===== src/rtl/zsbf_pkg.sv =====
`timescale 1ns / 1ps
// ----------------------------------------------------------------------------
// zsbf_pkg: shared types and constants of the zlib stored-block framer
// Holds the job descriptor that travels from the front part to the back part,
// the output phase enum and the fixed constants of the zlib format.
// ----------------------------------------------------------------------------
package zsbf_pkg;

    localparam logic [31:0] MAX_BLOCK = 32'd65535;
    localparam logic [16:0] ADLER_MOD = 17'd65521;
    localparam logic [7:0]  ZLIB_CMF  = 8'h78;
    localparam logic [7:0]  ZLIB_FLG  = 8'h01;
    localparam logic [31:0] ADLER_INIT = 32'h0000_0001;

    typedef enum logic [1:0] {
        K_START  = 2'd0,
        K_MISUSE = 2'd1,
        K_DATA   = 2'd2
    } t_kind;

    typedef struct packed {
        t_kind       kind;
        logic        hdr;        // a stored-block header opens this item
        logic        bfinal;
        logic [15:0] len;
        logic [7:0]  data;
        logic        adler;      // the checksum trails this item
        logic [31:0] adler_val;
    } t_job;

    typedef enum logic [3:0] {
        PH_ZH0  = 4'd0,
        PH_ZH1  = 4'd1,
        PH_BH0  = 4'd2,
        PH_BH1  = 4'd3,
        PH_BH2  = 4'd4,
        PH_BH3  = 4'd5,
        PH_BH4  = 4'd6,
        PH_DATA = 4'd7,
        PH_AD0  = 4'd8,
        PH_AD1  = 4'd9,
        PH_AD2  = 4'd10,
        PH_AD3  = 4'd11
    } t_phase;

endpackage


===== src/rtl/zsbf_front.sv =====
`timescale 1ns / 1ps
// ----------------------------------------------------------------------------
// zsbf_front: item intake and classification
// Keeps the stream counters and the running Adler-32, and turns every
// accepted item into one job descriptor for the output sequencer.
// ----------------------------------------------------------------------------
module zsbf_front
    import zsbf_pkg::*;
(
    input  logic        i_clk,
    input  logic        i_rst_n,
    input  logic        i_accept,
    input  logic        i_command,
    input  logic [7:0]  i_in_byte,
    input  logic [31:0] i_stream_length,
    output t_job        o_job
);

    logic [31:0] r_bytes_left;
    logic [15:0] r_block_left;
    logic [15:0] r_sum_a;
    logic [15:0] r_sum_b;
    logic        r_active;

    logic [31:0] n_bytes_left;
    logic [15:0] n_block_left;
    logic [15:0] n_sum_a;
    logic [15:0] n_sum_b;
    logic        n_active;

    logic [16:0] w_a_raw;
    logic [15:0] w_a_mod;
    logic [16:0] w_b_raw;
    logic [15:0] w_b_mod;
    logic [15:0] w_len;
    logic        w_hdr;

    // Adler-32 step: both sums stay below the modulus, so one subtract each.
    always_comb begin
        w_a_raw = {1'b0, r_sum_a} + {9'd0, i_in_byte};
        w_a_mod = (w_a_raw >= ADLER_MOD) ? 16'(w_a_raw - ADLER_MOD) : w_a_raw[15:0];
        w_b_raw = {1'b0, r_sum_b} + {1'b0, w_a_mod};
        w_b_mod = (w_b_raw >= ADLER_MOD) ? 16'(w_b_raw - ADLER_MOD) : w_b_raw[15:0];
        w_len   = (r_bytes_left < MAX_BLOCK) ? r_bytes_left[15:0] : MAX_BLOCK[15:0];
        w_hdr   = (r_block_left == 16'd0);
    end

    always_comb begin
        n_bytes_left = r_bytes_left;
        n_block_left = r_block_left;
        n_sum_a      = r_sum_a;
        n_sum_b      = r_sum_b;
        n_active     = r_active;

        o_job.kind      = K_DATA;
        o_job.hdr       = 1'b0;
        o_job.bfinal    = (r_bytes_left <= MAX_BLOCK);
        o_job.len       = w_len;
        o_job.data      = i_in_byte;
        o_job.adler     = 1'b0;
        o_job.adler_val = {w_b_mod, w_a_mod};

        priority if (!i_command) begin
            o_job.kind      = K_START;
            o_job.adler     = (i_stream_length == 32'd0);
            o_job.adler_val = ADLER_INIT;
            n_bytes_left    = i_stream_length;
            n_block_left    = 16'd0;
            n_sum_a         = ADLER_INIT[15:0];
            n_sum_b         = 16'd0;
            n_active        = (i_stream_length != 32'd0);
        end else if (!r_active) begin
            o_job.kind = K_MISUSE;
        end else begin
            o_job.hdr    = w_hdr;
            o_job.adler  = (r_bytes_left == 32'd1);
            n_block_left = (w_hdr ? w_len : r_block_left) - 16'd1;
            n_bytes_left = r_bytes_left - 32'd1;
            n_sum_a      = w_a_mod;
            n_sum_b      = w_b_mod;
            n_active     = (r_bytes_left != 32'd1);
        end
    end

    always_ff @(posedge i_clk) begin
        if (!i_rst_n) begin
            r_bytes_left <= 32'd0;
            r_block_left <= 16'd0;
            r_sum_a      <= ADLER_INIT[15:0];
            r_sum_b      <= 16'd0;
            r_active     <= 1'b0;
        end else if (i_accept) begin
            r_bytes_left <= n_bytes_left;
            r_block_left <= n_block_left;
            r_sum_a      <= n_sum_a;
            r_sum_b      <= n_sum_b;
            r_active     <= n_active;
        end
    end

endmodule


===== src/rtl/zsbf_queue.sv =====
`timescale 1ns / 1ps
// ----------------------------------------------------------------------------
// zsbf_queue: job queue between intake and output sequencer
// A small first-in first-out store of job descriptors; the head is visible
// without a read cycle.
// ----------------------------------------------------------------------------
module zsbf_queue
    import zsbf_pkg::*;
#(
    parameter int DEPTH = 4
) (
    input  logic i_clk,
    input  logic i_rst_n,
    input  logic i_push,
    input  t_job i_job,
    input  logic i_pop,
    output t_job o_head,
    output logic o_empty,
    output logic o_full
);

    localparam int AW = (DEPTH > 1) ? $clog2(DEPTH) : 1;
    localparam int CW = $clog2(DEPTH + 1);

    t_job          r_mem [DEPTH];
    logic [AW-1:0] r_wr;
    logic [AW-1:0] r_rd;
    logic [CW-1:0] r_count;

    assign o_empty = (r_count == CW'(0));
    assign o_full  = (r_count == CW'(DEPTH));
    assign o_head  = r_mem[r_rd];

    always_ff @(posedge i_clk) begin
        if (i_push) begin
            r_mem[r_wr] <= i_job;
        end
    end

    always_ff @(posedge i_clk) begin
        if (!i_rst_n) begin
            r_wr    <= '0;
            r_rd    <= '0;
            r_count <= '0;
        end else begin
            if (i_push) begin
                r_wr <= (r_wr == AW'(DEPTH - 1)) ? '0 : r_wr + AW'(1);
            end
            if (i_pop) begin
                r_rd <= (r_rd == AW'(DEPTH - 1)) ? '0 : r_rd + AW'(1);
            end
            if (i_push && !i_pop) begin
                r_count <= r_count + CW'(1);
            end else if (i_pop && !i_push) begin
                r_count <= r_count - CW'(1);
            end
        end
    end

endmodule


===== src/rtl/zsbf_back.sv =====
`timescale 1ns / 1ps
// ----------------------------------------------------------------------------
// zsbf_back: output sequencer
// Walks the head job through its byte phases, one byte a cycle while the output
// is not stalled, into the output register, and releases the job with its last byte.
// ----------------------------------------------------------------------------
module zsbf_back
    import zsbf_pkg::*;
(
    input  logic       i_clk,
    input  logic       i_rst_n,
    input  t_job       i_head,
    input  logic       i_empty,
    output logic       o_pop,
    output logic       o_valid,
    input  logic       i_stall,
    output logic [7:0] o_out_byte,
    output logic       o_run_last,
    output logic       o_stream_end,
    output logic       o_misuse
);

    t_phase r_phase;
    logic   r_mid;
    t_phase w_cur;
    t_phase n_phase;
    logic   w_last;
    logic   w_load;
    logic [7:0] w_byte;

    logic       r_valid;
    logic [7:0] r_byte;
    logic       r_run_last;
    logic       r_stream_end;
    logic       r_misuse;

    assign w_load = !i_empty && (!r_valid || !i_stall);
    assign o_pop  = w_load && w_last;

    // Current phase and next phase.
    always_comb begin
        priority if (r_mid) begin
            w_cur = r_phase;
        end else if (i_head.kind == K_START) begin
            w_cur = PH_ZH0;
        end else if (i_head.kind == K_DATA && i_head.hdr) begin
            w_cur = PH_BH0;
        end else begin
            w_cur = PH_DATA;
        end

        n_phase = w_cur;
        w_last  = 1'b0;
        unique case (w_cur)
            PH_ZH0:  n_phase = PH_ZH1;
            PH_ZH1:  if (i_head.adler) n_phase = PH_AD0; else w_last = 1'b1;
            PH_BH0:  n_phase = PH_BH1;
            PH_BH1:  n_phase = PH_BH2;
            PH_BH2:  n_phase = PH_BH3;
            PH_BH3:  n_phase = PH_BH4;
            PH_BH4:  n_phase = PH_DATA;
            PH_DATA: if (i_head.adler) n_phase = PH_AD0; else w_last = 1'b1;
            PH_AD0:  n_phase = PH_AD1;
            PH_AD1:  n_phase = PH_AD2;
            PH_AD2:  n_phase = PH_AD3;
            PH_AD3:  w_last = 1'b1;
            default: w_last = 1'b1;
        endcase
    end

    // Byte selected by the current phase.
    always_comb begin
        unique case (w_cur)
            PH_ZH0:  w_byte = ZLIB_CMF;
            PH_ZH1:  w_byte = ZLIB_FLG;
            PH_BH0:  w_byte = {7'd0, i_head.bfinal};
            PH_BH1:  w_byte = i_head.len[7:0];
            PH_BH2:  w_byte = i_head.len[15:8];
            PH_BH3:  w_byte = ~i_head.len[7:0];
            PH_BH4:  w_byte = ~i_head.len[15:8];
            PH_DATA: w_byte = (i_head.kind == K_MISUSE) ? 8'd0 : i_head.data;
            PH_AD0:  w_byte = i_head.adler_val[31:24];
            PH_AD1:  w_byte = i_head.adler_val[23:16];
            PH_AD2:  w_byte = i_head.adler_val[15:8];
            PH_AD3:  w_byte = i_head.adler_val[7:0];
            default: w_byte = 8'd0;
        endcase
    end

    always_ff @(posedge i_clk) begin
        if (!i_rst_n) begin
            r_mid   <= 1'b0;
            r_phase <= PH_ZH0;
            r_valid <= 1'b0;
        end else begin
            if (w_load) begin
                r_mid   <= !w_last;
                r_phase <= n_phase;
                r_valid <= 1'b1;
            end else if (!i_stall) begin
                r_valid <= 1'b0;
            end
        end
    end

    always_ff @(posedge i_clk) begin
        if (w_load) begin
            r_byte       <= w_byte;
            r_run_last   <= w_last;
            r_stream_end <= (w_cur == PH_AD3);
            r_misuse     <= (i_head.kind == K_MISUSE);
        end
    end

    assign o_valid      = r_valid;
    assign o_out_byte   = r_byte;
    assign o_run_last   = r_run_last;
    assign o_stream_end = r_stream_end;
    assign o_misuse     = r_misuse;

endmodule


===== src/rtl/zlib_stored_block_framer.sv =====
`timescale 1ns / 1ps
// ----------------------------------------------------------------------------
// zlib_stored_block_framer: zlib stream of stored deflate blocks
// Frames a payload byte stream of configured length as a zlib stream with
// stored-block headers and a trailing big-endian Adler-32.
// ----------------------------------------------------------------------------
//
//   Channel   Direction  Handshake            Payload
//   input     in         i_valid / o_stall    i_command, i_in_byte
//   output    out        o_valid / i_stall    o_out_byte, o_run_last,
//                                             o_stream_end, o_misuse
//   config    in         APB write strobe     pwdata -> stream_length
//
// One item is taken per cycle while the job queue has room; the front part
// updates counters and checksum in the cycle of acceptance.
// The output register sends one byte a cycle while the receiver does not stall;
// an item causes one output byte when it is a plain payload byte, and up to 10 when a
// block header and the checksum fall on the same item.
// A synchronous active-low reset clears the counters, the queue and the
// output register. o_stall is high only while the queue is full.
// ----------------------------------------------------------------------------
module zlib_stored_block_framer
    import zsbf_pkg::*;
#(
    parameter int QUEUE_DEPTH = 4
) (
    input  logic        i_clk,
    input  logic        i_rst_n,
    input  logic        i_valid,
    output logic        o_stall,
    input  logic        i_command,
    input  logic [7:0]  i_in_byte,
    output logic        o_valid,
    input  logic        i_stall,
    output logic [7:0]  o_out_byte,
    output logic        o_run_last,
    output logic        o_stream_end,
    output logic        o_misuse,
    input  logic        psel,
    input  logic        penable,
    input  logic        pwrite,
    input  logic [1:0]  paddr,
    input  logic [31:0] pwdata,
    output logic [31:0] prdata,
    output logic        pready
);

    logic [31:0] r_stream_length;
    logic        w_accept;
    logic        w_full;
    logic        w_empty;
    logic        w_pop;
    t_job        w_job;
    t_job        w_head;

    assign pready = 1'b1;

    // Only one register, at byte address zero; writes to other offsets are ignored.
    always_ff @(posedge i_clk) begin
        if (!i_rst_n) begin
            r_stream_length <= 32'd0;
        end else if (psel && penable && pwrite && pready && (paddr == 2'd0)) begin
            r_stream_length <= pwdata;
        end
    end

    assign prdata   = r_stream_length;
    assign o_stall  = w_full;
    assign w_accept = i_valid && !w_full;

    zsbf_front u_front (
        .i_clk           (i_clk),
        .i_rst_n         (i_rst_n),
        .i_accept        (w_accept),
        .i_command       (i_command),
        .i_in_byte       (i_in_byte),
        .i_stream_length (r_stream_length),
        .o_job           (w_job)
    );

    zsbf_queue #(
        .DEPTH (QUEUE_DEPTH)
    ) u_queue (
        .i_clk   (i_clk),
        .i_rst_n (i_rst_n),
        .i_push  (w_accept),
        .i_job   (w_job),
        .i_pop   (w_pop),
        .o_head  (w_head),
        .o_empty (w_empty),
        .o_full  (w_full)
    );

    zsbf_back u_back (
        .i_clk        (i_clk),
        .i_rst_n      (i_rst_n),
        .i_head       (w_head),
        .i_empty      (w_empty),
        .o_pop        (w_pop),
        .o_valid      (o_valid),
        .i_stall      (i_stall),
        .o_out_byte   (o_out_byte),
        .o_run_last   (o_run_last),
        .o_stream_end (o_stream_end),
        .o_misuse     (o_misuse)
    );

endmodule


===== config.mk =====
export PLATFORM = sky130hd
export DESIGN_NAME = zlib_stored_block_framer
export DESIGN_NICKNAME = d
export VERILOG_FILES = /design/src/rtl/zsbf_pkg.sv /design/src/rtl/zsbf_front.sv /design/src/rtl/zsbf_queue.sv /design/src/rtl/zsbf_back.sv /design/src/rtl/zlib_stored_block_framer.sv
export SDC_FILE = /design/constraint.sdc
export NUM_CORES = 1
export LEC_CHECK = 0
export ABC_CLOCK_PERIOD_IN_PS = 9100
export BUFFER_PORTS_ARGS = -buffer_cell sky130_fd_sc_hd__buf_4
export CORE_ASPECT_RATIO = 0.5
export CORE_MARGIN = 2
export CORE_UTILIZATION = 46
export CTS_BUF_LIST = sky130_fd_sc_hd__clkbuf_4
export DETAILED_ROUTE_END_ITERATION = 7
export PLACE_DENSITY = 0.61
export RECOVER_POWER = 25
export SLEW_MARGIN = 10
export SYNTH_ARGS = -nofsm -noshare
export SYNTH_HDL_FRONTEND = slang
export SYNTH_HIERARCHICAL = 1
export SYNTH_SLANG_ARGS = --single-unit

===== constraint.sdc =====
create_clock -name i_clk -period 9.1 [get_ports i_clk]
set_input_delay 0.91 -clock i_clk [delete_from_list [all_inputs] [get_ports i_clk]]
set_output_delay 0.91 -clock i_clk [all_outputs]
set_load 0.01 [all_outputs]

# ---- Word level (Yosys, flattened, before mapping)
# Memories as Yosys holds them, arrays and structs flattened. A register that Yosys moved wholly into a read port is not among the register bits.
# Cells that the tools add are included.
# Widths: inputs -> output; s select.
dict set report op_classes {
  muxes 40
  bitwise 2
  order_cmp 4
  n_addsub 10
  eq_ne 20
  n_reduce_logical 28
}
# cell count
set ops {}
lappend ops {{$mux 16} 10}
lappend ops {{$mux 32} 3}
lappend ops {{$pmux 8 s12} 1}
lappend ops {{$pmux 4 s10} 1}
lappend ops {{$ge 17x16->1 const B} 2}
lappend ops {{$eq 32x1->1 const B} 1}
lappend ops {{$le 32x16->1 const B} 1}
lappend ops {{$logic_not 32->1} 1}
lappend ops {{$lt 32x16->1 const B} 1}
lappend ops {{$ne 32x1->1 const B} 1}
lappend ops {{$reduce_bool 32->1} 1}
lappend ops {{$sub 16x16->16 const B} 2}
lappend ops {{$sub 32x1->32 const B} 1}
lappend ops {{$add 16x16->17} 1}
lappend ops {{$add 16x8->17} 1}
lappend ops {{$eq 4x3->1 const B} 4}
lappend ops {{$eq 4x4->1 const B} 4}
lappend ops {{$logic_not 16->1} 1}
lappend ops {{$not 8->8} 2}
lappend ops {{$sub 16x1->16 const B} 1}
lappend ops {{$mux 2} 6}
lappend ops {{$mux 4} 3}
lappend ops {{$mux 1} 11}
lappend ops {{$logic_and 1x1->1} 9}
lappend ops {{21 further kinds} 35}
dict set report word_totals {
  mem_count 1
  inputBits 50
  elab_cells 121
  register_bits 137
  mem_bits_rw 244
}
# memory depth width read_ports rd_clocked_by_memory_dff write_ports line
set mem_list {}
lappend mem_list {u_queue.r_mem 4 61 1 1 1 zsbf_queue.sv:25} ;# t_job r_mem [DEPTH];

# ---- Depth between registers and ports, before layout
# Gate-level depths: netlist of the first run.
dict set report logic_depth {
  depth_word 12
  depth_mapped 27
  mapped_depth_nobuf 25
}

# ---- Hierarchy
# The synthesis of the first run kept the hierarchy.
# module cells_each instances area_each_um2
set modules_own_cells {}
lappend modules_own_cells {zsbf_queue 363 1 9327.7}
lappend modules_own_cells {zsbf_front 941 1 6939.2}
lappend modules_own_cells {zsbf_back 161 1 1397.6}
lappend modules_own_cells {zlib_stored_block_framer 144 1 1366.3}

# ---- Worst setup path after synthesis of the first run
# OpenSTA, ideal clock, no wires.
dict set report synth_path {
  kind {in2reg}
  start {input i_in_byte[3]}
  end {memory u_queue/r_mem[0][21] (netlist name), data pin}
  required_time_ps 8837
  slack_ps 2236
  path_buffers 1
  path_stages 25
  t_arrival_ps 6600
  cell_sequence {ha_1 > a21o_1 > a21o_1 > o21a_1 > o311ai_0 > nand4_1 > a31oi_1 > nand4_1 > o21a_1 > clkbuf_1 > nor2b_1 > xnor2_1 > inv_1 > ha_1 > a21oi_1 > a21boi_0 > mux2i_1 > o211ai_1 > nor4_1 > nand4_1 > o31a_1 > a21boi_0 > nor3_1 > xnor2_1 > and2_1}
}
# item line
set synth_rtl {}
lappend synth_rtl {{start: declaration} zlib_stored_block_framer.sv:32} ;# input logic [7:0] i_in_byte,
lappend synth_rtl {{end: declaration} zsbf_queue.sv:25}

==> results of run 1 <==
==> worst reg2reg max path: stages (launching register included) <==
cell	delay (ns)
dfxtp_1	0.40
ha_1	0.26
a21o_1	0.19
and4_1	0.24
o21a_1	0.21
o311ai_0	0.68
nand4_1	0.19
a31oi_1	0.24
nand4_1	0.18
o21a_1	0.34
nor2b_1	0.18
xnor2_1	0.18
inv_1	0.09
ha_1	0.44
a21oi_1	0.43
a21boi_0	0.44
mux2i_1	0.31
o211ai_1	0.20
nor4_1	0.70
nand4_1	0.28
o31ai_2	0.70
o211ai_1	0.22
xor2_1	0.23
nor2_1	0.12
==> cell usage in the layout, fill, tap and decap left out, drive strengths merged, types with 7 or more instances in the layout <==
cell    netlist  layout
and2         44      44
dfxtp       128     128
nand4        22      22
o211ai       15      15
buf          46      51
nor4         23      23
o21a         14      14
clkinv        0      19
nor2b        24      24
clkbuf       44     194
inv          40      43
nand2b       16      16
ha           40      40
nand3        31      31
xor2         19      19
nand2       164     164
a31oi        17      17
a21oi        81      81
mux2i        43      43
or2          13      13
o21ai        89      89
a21o         20      20
or3          22      22
nor3         40      40
nand4b       10      10
nand3b        7       7
a22oi        16      16
o22ai        20      20
a222oi        8       8
xnor2        23      23
or4          11      11
edfxtp      255     255
a22o         18      18
mux4         61      61
nor2         87      87
and3         11      11
==> cell usage after synthesis, types with 22 or more instances <==
library cell	n
edfxtp_1	255
nand2_1	164
dfxtp_1	128
nor2_1	85
o21ai_0	81
a21oi_1	80
mux4_2	60
and2_1	44
clkbuf_1	44
mux2i_1	43
ha_1	40
inv_1	40
nor3_1	39
nand3_1	29
nor2b_1	24
xnor2_1	23
nand4_1	22
==> flip-flops by register name, indices dropped and copies added, names as in the netlist, named ones only <==
signal and count:
u_front/r_active 1, u_front/r_bytes_left 32, prdata 32, u_queue/r_wr 2, u_back/o_valid 1, u_front/r_block_left 16, u_queue/r_rd 2, u_back/o_stream_end 1
u_front/r_sum_a 16, u_back/o_misuse 1, u_queue/r_count 3, u_back/o_out_byte 8, u_queue/r_mem 244, u_back/r_phase 4, u_back/o_run_last 1, u_front/r_sum_b 16
u_back/r_mid 1
==> report_power, final <==
group	leakage [nW]	internal, mW	switching, mW
registers	3.38	2.13	0.131
clock network	0.704	0.735	0.680
logic	3.24	0.574	0.930
==> logic make-up after synthesis <==
group,share of synthesized area [%]
AND/OR/NAND/NOR,15.04
flip-flops,53.70
XOR/XNOR,2.051
AO/OA/AOI/OAI,12.63
multiplexers,9.560
other,0.01970
adder cells (fa/ha/maj),2.945
buffers and inverters,4.050
==> routing by layer <==
metal	vias up	wire length [um]	share of wire [%]	global-route usage [%]
met5	-	0	0	0
met4	0	945	1.9	6.392
met3	71	2825	5.7	4.330
met2	447	23240	47	37.58
met1	6814	22520	45	31.93
li1	6393	-	-	-
==> cell type report <==
type | count | area [um^2]
clock inverter | 24 | 153.9
antenna | 1 | 2.502
clock buffer | 135 | 1013
sequential | 383 | 10220
fill | 3657 | 19750
timing repair buffer | 110 | 608.1
tap | 540 | 675.6
inverter | 40 | 150.1
multi-input combinational | 1093 | 8023
==> worst max-delay path by stage <==
stage | start | endpoint | cells past startpoint
global route | u_front/r_sum_a[1] | u_queue/r_mem[0][24] | 23
global placement | i_in_byte[3] | u_queue/r_mem[2][24] | 24
floorplan | i_in_byte[3] | u_queue/r_mem[0][21] | 25
finish | i_in_byte[1] | u_queue/r_mem[3][22] | 24
detailed placement | i_in_byte[3] | u_queue/r_mem[2][22] | 24
CTS | u_front/r_sum_a[1] | u_queue/r_mem[3][22] | 23
==> metrics by stage <==
| stage | setup slack (ns) | instances | power, mW | instance area [um^2] |
|---|---|---|---|---|
| finish | 1.272 | 2326 | 5.184 | 20850 |
| global route | 0.4954 | 2326 | 5.469 | 20850 |
| CTS | 1.414 | 2325 | 5.257 | 21090 |
| detailed placement | 0.8149 | 2166 | 3.824 | 19920 |
| global placement | 1.127 | 2166 | 3.774 | 19920 |
| floorplan | 2.236 | 1609 | 3.389 | 19030 |
==> summary.md, run 1 <==
| Metric | Value |
|---|---|
| Status | `complete, but fails checks` |
| Violated checks | `capacitance limit, slew limit` |
| Synth area leaders | `edfxtp_1, dfxtp_1, mux4_2` |
| GPL Wtd Cong | `0.8810` |
| Clock root buffer | `clkbuf_4` |
| Asr flop ratio synth | `0%` |
| Cts hold-fix bufs | `0` |
| Delay-heaviest family, CP | `compound AO/OA/AOI/OAI gates` |
| Syn Nets | `1702` |
| CP Cell Sequence | `clkbuf_1 -> ha_1 -> a21o_1 -> and4_1 -> o21a_1 -> o311ai_0 -> nand4_1 -> a31oi_1 -> nand4_1 -> o21a_1 -> nor2b_1 -> xnor2_1 -> inv_1 -> ha_1 -> a21oi_1 -> a21boi_0 -> mux2i_1 -> o211ai_1 -> nor4_1 -> nand4_1 -> o31ai_2 -> o211ai_1 -> xor2_1 -> nor2_1` |
| Startpoint types | `input port` |
| Worst R2R Path Depth | `23` |
| Actual slew at the worst max-slew pin | `3.651 ns` |
| CTS Buf Count | `88` |
| Relative slew slack | `-143.4%` |
| Layout cells sized above 1 | `16.92%` |
| Crit-path slowest cell | `nor4_1` |
| Hold Path Sink | `prdata[19]` |
| # port buffers | `94` |
| Worst path max stage delay | `0.70 ns` |
| Static leakage | `7.318 nW` |
| Max VDD drop | `0.00007903 V` |
| EDFF count, synth | `255` |
| Vias in the first global route | `13550` |
| Final Hold Vio Count | `0` |
| Unique masters post-synth | `97` |
| Max-slew violations | `280` |
| Congestion Overflow GR | `0` |
| Worst hold path depth | `3` |
| Largest net degree at the start of global routing | `98` |
| HP Start | `pwdata[19]` |
| Die X | `291.7 um` |
| Final Util | `51.35%` |
| Post-Syn Instances | `1609` |
| Max clock buf depth | `3` |
| Area Overhead vs Synth | `9.546%` |
| Iteration-0 DRC Markers | `1352` |
| Worst skew pair latency | `0.79 ns` |
| Critical Path RT | `9.53 ns` |
| Max-Cap Viols | `5` |
| Die footprint | `0.04311 mm^2` |
| Post-route antenna net violation count | `0` |
| Worst EP arrival | `8.26 ns` |
| Crit. End Element | `flop` |
| Crit Reg-Reg Startpoint | `u_front/r_sum_a[1]` |
| Detailed Route WL | `49.53 mm` |
| Hold Path Class | `in -> reg` |
| Fin crit share | `86.02%` |
| Mean post-synth cell area | `11.83 um^2` |
| Worst-path fanout max | `12` |
| IO Count | `96` |
| Fmax | `127.7 MHz` |
| Leading area contributor after synthesis | `edfxtp_1` |
| DRC Markers | `0` |
| Nets | `1809` |
| CP Class | `in -> reg` |
| Initial Util | `46.87%` |
| H-Tree Level Count | `3` |
| Post_cts resized | `0` |
| Synthesized area | `0.01903 mm^2` |
| Clock skew | `0.05839 ns` |
| Die height | `147.8 um` |
| Synth top area share | `40.24%` |
| Final setup fails | `0` |
| Core Rows | `52` |
| Vias after detailed routing | `13730` |
| Synth warn | `6` |
| Vias/cell | `5.901` |
| Initial antenna violation count | `2` |
| All-Layer GR Usage | `23.11%` |
| Worst path bufs/invs | `2` |
| Post-DP HPWL | `33.02 mm` |
| Router iterations before antenna repair | `7` |
| Pwr/cell area | `248.6 mW/mm^2` |
| FF-to-FF End | `u_queue/r_mem[3][22]` |
| RSZ-0062 raised after global routing | `false` |
| Synth Register Bits | `383` |
| TNS Setup | `0 ns` |
| Most used cell, CP | `nand4_1` |
| Core area | `0.04060 mm^2` |
| Final min period | `7.828 ns` |
| DR WL/cell | `21.29 um` |
| Sink Count | `383` |
| Clk pin slew, worst setup/hold paths | `0.07 ns` |
| Synth Flop Type | `edfxtp_1` |
| First-pass GRT wire length | `76.98 mm` |
| Final hold slack | `0.3859 ns` |
| Post-CTS Setup Bufs | `0` |
| Register area share after synthesis | `53.70%` |
| R2R setup slack | `1.28 ns` |
| CTS tree | `built` |
(Power assumes the default switching activity.)
==> run 2: changes to the inputs <==
--- a/config.mk
+++ b/config.mk
@@ -6,13 +6,13 @@
 export NUM_CORES = 1
 export LEC_CHECK = 0
 export ABC_CLOCK_PERIOD_IN_PS = 9100
-export BUFFER_PORTS_ARGS = -buffer_cell sky130_fd_sc_hd__buf_4
 export CORE_ASPECT_RATIO = 0.5
 export CORE_MARGIN = 2
 export CORE_UTILIZATION = 46
 export CTS_BUF_LIST = sky130_fd_sc_hd__clkbuf_4
 export DETAILED_ROUTE_END_ITERATION = 7
-export PLACE_DENSITY = 0.61
+export DONT_BUFFER_PORTS = 1
+export PLACE_DENSITY_LB_ADDON = 0.08
 export RECOVER_POWER = 25
 export SLEW_MARGIN = 10
 export SYNTH_ARGS = -nofsm -noshare
==> summary.md, run 2 (synthesis results as in run 1) <==
| Metric | Value |
|---|---|
| H-Tree Level Count | `3 (unchanged)` |
| First-pass GRT wire length | `74.98 mm (was 76.98 mm)` |
| Initial antenna violation count | `1 (was 2)` |
| Clock power frac | `27.9% (was 27.3%)` |
| R2R setup slack | `1.25 ns (was 1.28 ns)` |
| Cts hold-fix bufs | `0 (unchanged)` |
| Worst skew pair latency | `0.79 ns (about the same)` |
| Final setup fails | `0 (unchanged)` |
| Post-route antenna net violation count | `0 (unchanged)` |
| Clock skew | `0.05293 ns (was 0.05839 ns)` |
| Worst R2R Path Depth | `23 (unchanged)` |
| TNS Setup | `0 ns (unchanged)` |
| Layout cells sized above 1 | `15.92% (was 16.92%)` |
| Flop pwr share | `44.1% (was 43.7%)` |
| Final min period | `7.848 ns (was 7.828 ns)` |
| Post_cts resized | `0 (unchanged)` |
| Relative slew slack | `-36.79% (was -143.4%)` |
| Worst Setup EP | `u_queue/r_mem[1][26] (was u_queue/r_mem[3][22])` |
| Max VDD drop | `0.0001007 V (was 0.00007903 V)` |
| IO Count | `96 (unchanged)` |
| RSZ-0062 raised after global routing | `false (unchanged)` |
| Worst EP arrival | `8.31 ns (was 8.26 ns)` |
| Max reg flops | `244 (unchanged)` |
| Initial Util | `46.87% (unchanged)` |
| Crit path launch | `u_front/r_sum_a[1] (was i_in_byte[1])` |
| # port buffers | `0 (was 94)` |
| Vias in the first global route | `13160 (was 13550)` |
| Max-slew violations | `105 (was 280)` |
| CTS Buf Count | `88 (unchanged)` |
| Max clock buf depth | `3 (unchanged)` |
| DR WL/cell | `21.93 um (was 21.29 um)` |
| Startpoint types | `flop (was input port)` |
| Fmax | `127.4 MHz (was 127.7 MHz)` |
| All-Layer GR Usage | `22.58% (was 23.11%)` |
| Area Overhead vs Synth | `7.094% (was 9.546%)` |
| Status | `complete, but fails checks (unchanged)` |
| DRC Markers | `0 (unchanged)` |
| Int Pwr | `3.443 mW (was 3.442 mW)` |
| CP Class | `reg -> reg (was in -> reg)` |
| Congestion Overflow GR | `0 (unchanged)` |
| Sequential cell area | `0.01022 mm^2 (unchanged)` |
| Most flops, register | `u_queue/r_mem (unchanged)` |
| FF-to-FF End | `u_queue/r_mem[1][26] (was u_queue/r_mem[3][22])` |
| Switch Pwr | `1.721 mW (was 1.741 mW)` |
| Fillers | `3660 (was 3657)` |
| Clk pin slew, worst setup/hold paths | `0.07 ns (about the same)` |
| Crit Reg-Reg Startpoint | `u_front/r_sum_a[1] (unchanged)` |
| Detailed Route WL | `48.94 mm (was 49.53 mm)` |
| Final Hold Vio Count | `0 (unchanged)` |
| Core Rows | `52 (unchanged)` |
| Worst-path fanout max | `12 (unchanged)` |
| Hold Path Class | `in -> reg (unchanged)` |
| Logic pwr share | `28.0% (was 29.0%)` |
| Max-Cap Viols | `3 (was 5)` |
| Pre-CTS setup slack | `0.8531 ns (was 0.8149 ns)` |
| Die height | `147.8 um (unchanged)` |
| Router iterations before antenna repair | `6 (was 7)` |
| Post-CTS Setup Bufs | `0 (unchanged)` |
| CTS tree | `built (unchanged)` |
| Vias/cell | `6.007 (was 5.901)` |
| Footprint of the multi-input gates | `0.008023 mm^2 (unchanged)` |
| Largest net degree at the start of global routing | `117 (was 98)` |
| Violated checks | `capacitance limit, slew limit (unchanged)` |
| Core area | `0.04060 mm^2 (unchanged)` |
| Fin crit share | `86.24% (was 86.02%)` |
| Placed cells | `2073 (was 2166)` |
| Static leakage | `7.083 nW (was 7.318 nW)` |
| Nets | `1716 (was 1809)` |
| Pwr/cell area | `253.4 mW/mm^2 (was 248.6 mW/mm^2)` |
| Commonest non-fill, non-tap cells in the layout | `edfxtp_1, nand2_1, clkbuf_4 (unchanged)` |
| Vias after detailed routing | `13410 (was 13730)` |
| Post-DP HPWL | `31.95 mm (was 33.02 mm)` |
| Die footprint | `0.04311 mm^2 (unchanged)` |
| GPL Wtd Cong | `0.9157 (was 0.8810)` |
| Iteration-0 DRC Markers | `1256 (was 1352)` |
| Total Power | `5.164 mW (was 5.184 mW)` |
| Actual slew at the worst max-slew pin | `2.052 ns (was 3.651 ns)` |
| Commonest non-fill, non-tap cell in the layout | `edfxtp_1 (unchanged)` |
| Clock root buffer | `clkbuf_4 (unchanged)` |
| Sink Count | `383 (unchanged)` |
| Crit. End Element | `flop (unchanged)` |
| Layout Cells excl Fill | `2232 (was 2326)` |
| Switching share of power | `33.33% (was 33.59%)` |
| Critical Path RT | `9.56 ns (was 9.53 ns)` |
| Fin worst setup slack | `1.252 ns (was 1.272 ns)` |
| Die X | `291.7 um (unchanged)` |
-- run 2: cell count changes in the layout (fill, tap and decap cells not counted) --
cell	before	now
clkbuf_1	58	2
diode_2	1	2
clkinvlp_4	0	1
clkinv_1	14	9
and2_1	37	39
and2_0	2	0
buf_4	51	15
clkinv_4	0	1
clkinv_2	5	1
inv_1	40	39
clkbuf_4	136	141
-- run 2: power groups by stage --
stage,Combinational (mW),Sequential (mW),Clock [mW]
floorplan,1.15,2.24,0
global placement,1.41,2.31,0
detailed placement,1.44,2.32,0
CTS,1.45,2.28,1.49
global route,1.57,2.30,1.58
finish,1.44,2.28,1.44
-- run 2: worst min-delay path by stage --
stage                     slack, ns  depth (start not counted)                    to                start
final                          0.24                          0  u_queue/r_mem[2][33]         i_in_byte[0]
after global routing           0.15                          0  u_queue/r_mem[1][36]         i_in_byte[3]
after floorplan                0.43                          2    u_front/r_sum_a[4]   u_front/r_sum_a[4]
after detailed placement       0.45                          2    u_front/r_sum_b[9]   u_front/r_sum_b[9]
after CTS                      0.16                          0  u_queue/r_mem[1][36]         i_in_byte[3]
after global placement         0.45                          2   u_front/r_sum_b[15]  u_front/r_sum_b[15]
-- run 2: stage by stage --
| stage | hold WS [ns] | util [%] | area, um^2 |
|---|---|---|---|
| global placement | 0.4470 | 47.36 | 19230 |
| floorplan | 0.4291 | - | 19030 |
| finish | 0.2383 | 50.20 | 20380 |
| detailed placement | 0.4505 | 47.36 | 19230 |
| global route | 0.1532 | 50.20 | 20380 |
| CTS | 0.1637 | 50.28 | 20410 |
-- run 2: layout make-up --
type                       count  area share [%]
timing repair buffer          17          0.5894
inverter                      40          0.7367
tap                          540           3.315
clock buffer                 141           5.194
antenna                        2         0.02456
clock inverter                16          0.6262
multi-input combinational   1093           39.36
sequential                   383           50.15
-- run 2: critical path, stage by stage (launching register included) --
cell	delay [ns]
dfxtp_1	0.42
ha_1	0.27
a21o_1	0.20
and4_1	0.24
o21a_1	0.20
o311ai_0	0.71
nand4_1	0.17
a31oi_1	0.23
nand4_1	0.18
o21a_1	0.33
nor2b_1	0.17
xnor2_1	0.22
inv_1	0.09
ha_1	0.43
a21oi_1	0.38
a21boi_0	0.42
mux2i_1	0.29
o211ai_1	0.21
nor4_1	0.67
nand4_1	0.27
o31ai_2	0.83
nand3_1	0.18
xor2_1	0.30
nor2_1	0.12
-- run 2: layer usage --
| layer | routed length, um | share of wire (%) | vias to the layer above | track usage [%] |
|---|---|---|---|---|
| met1 | 22500 | 46 | 6718 | 30.97 |
| li1 | - | - | 6221 | - |
| met2 | 23150 | 47 | 410 | 36.96 |
| met4 | 620 | 1.3 | 0 | 5.644 |
| met3 | 2673 | 5.5 | 58 | 4.601 |
| met5 | 0 | 0 | - | 0 |
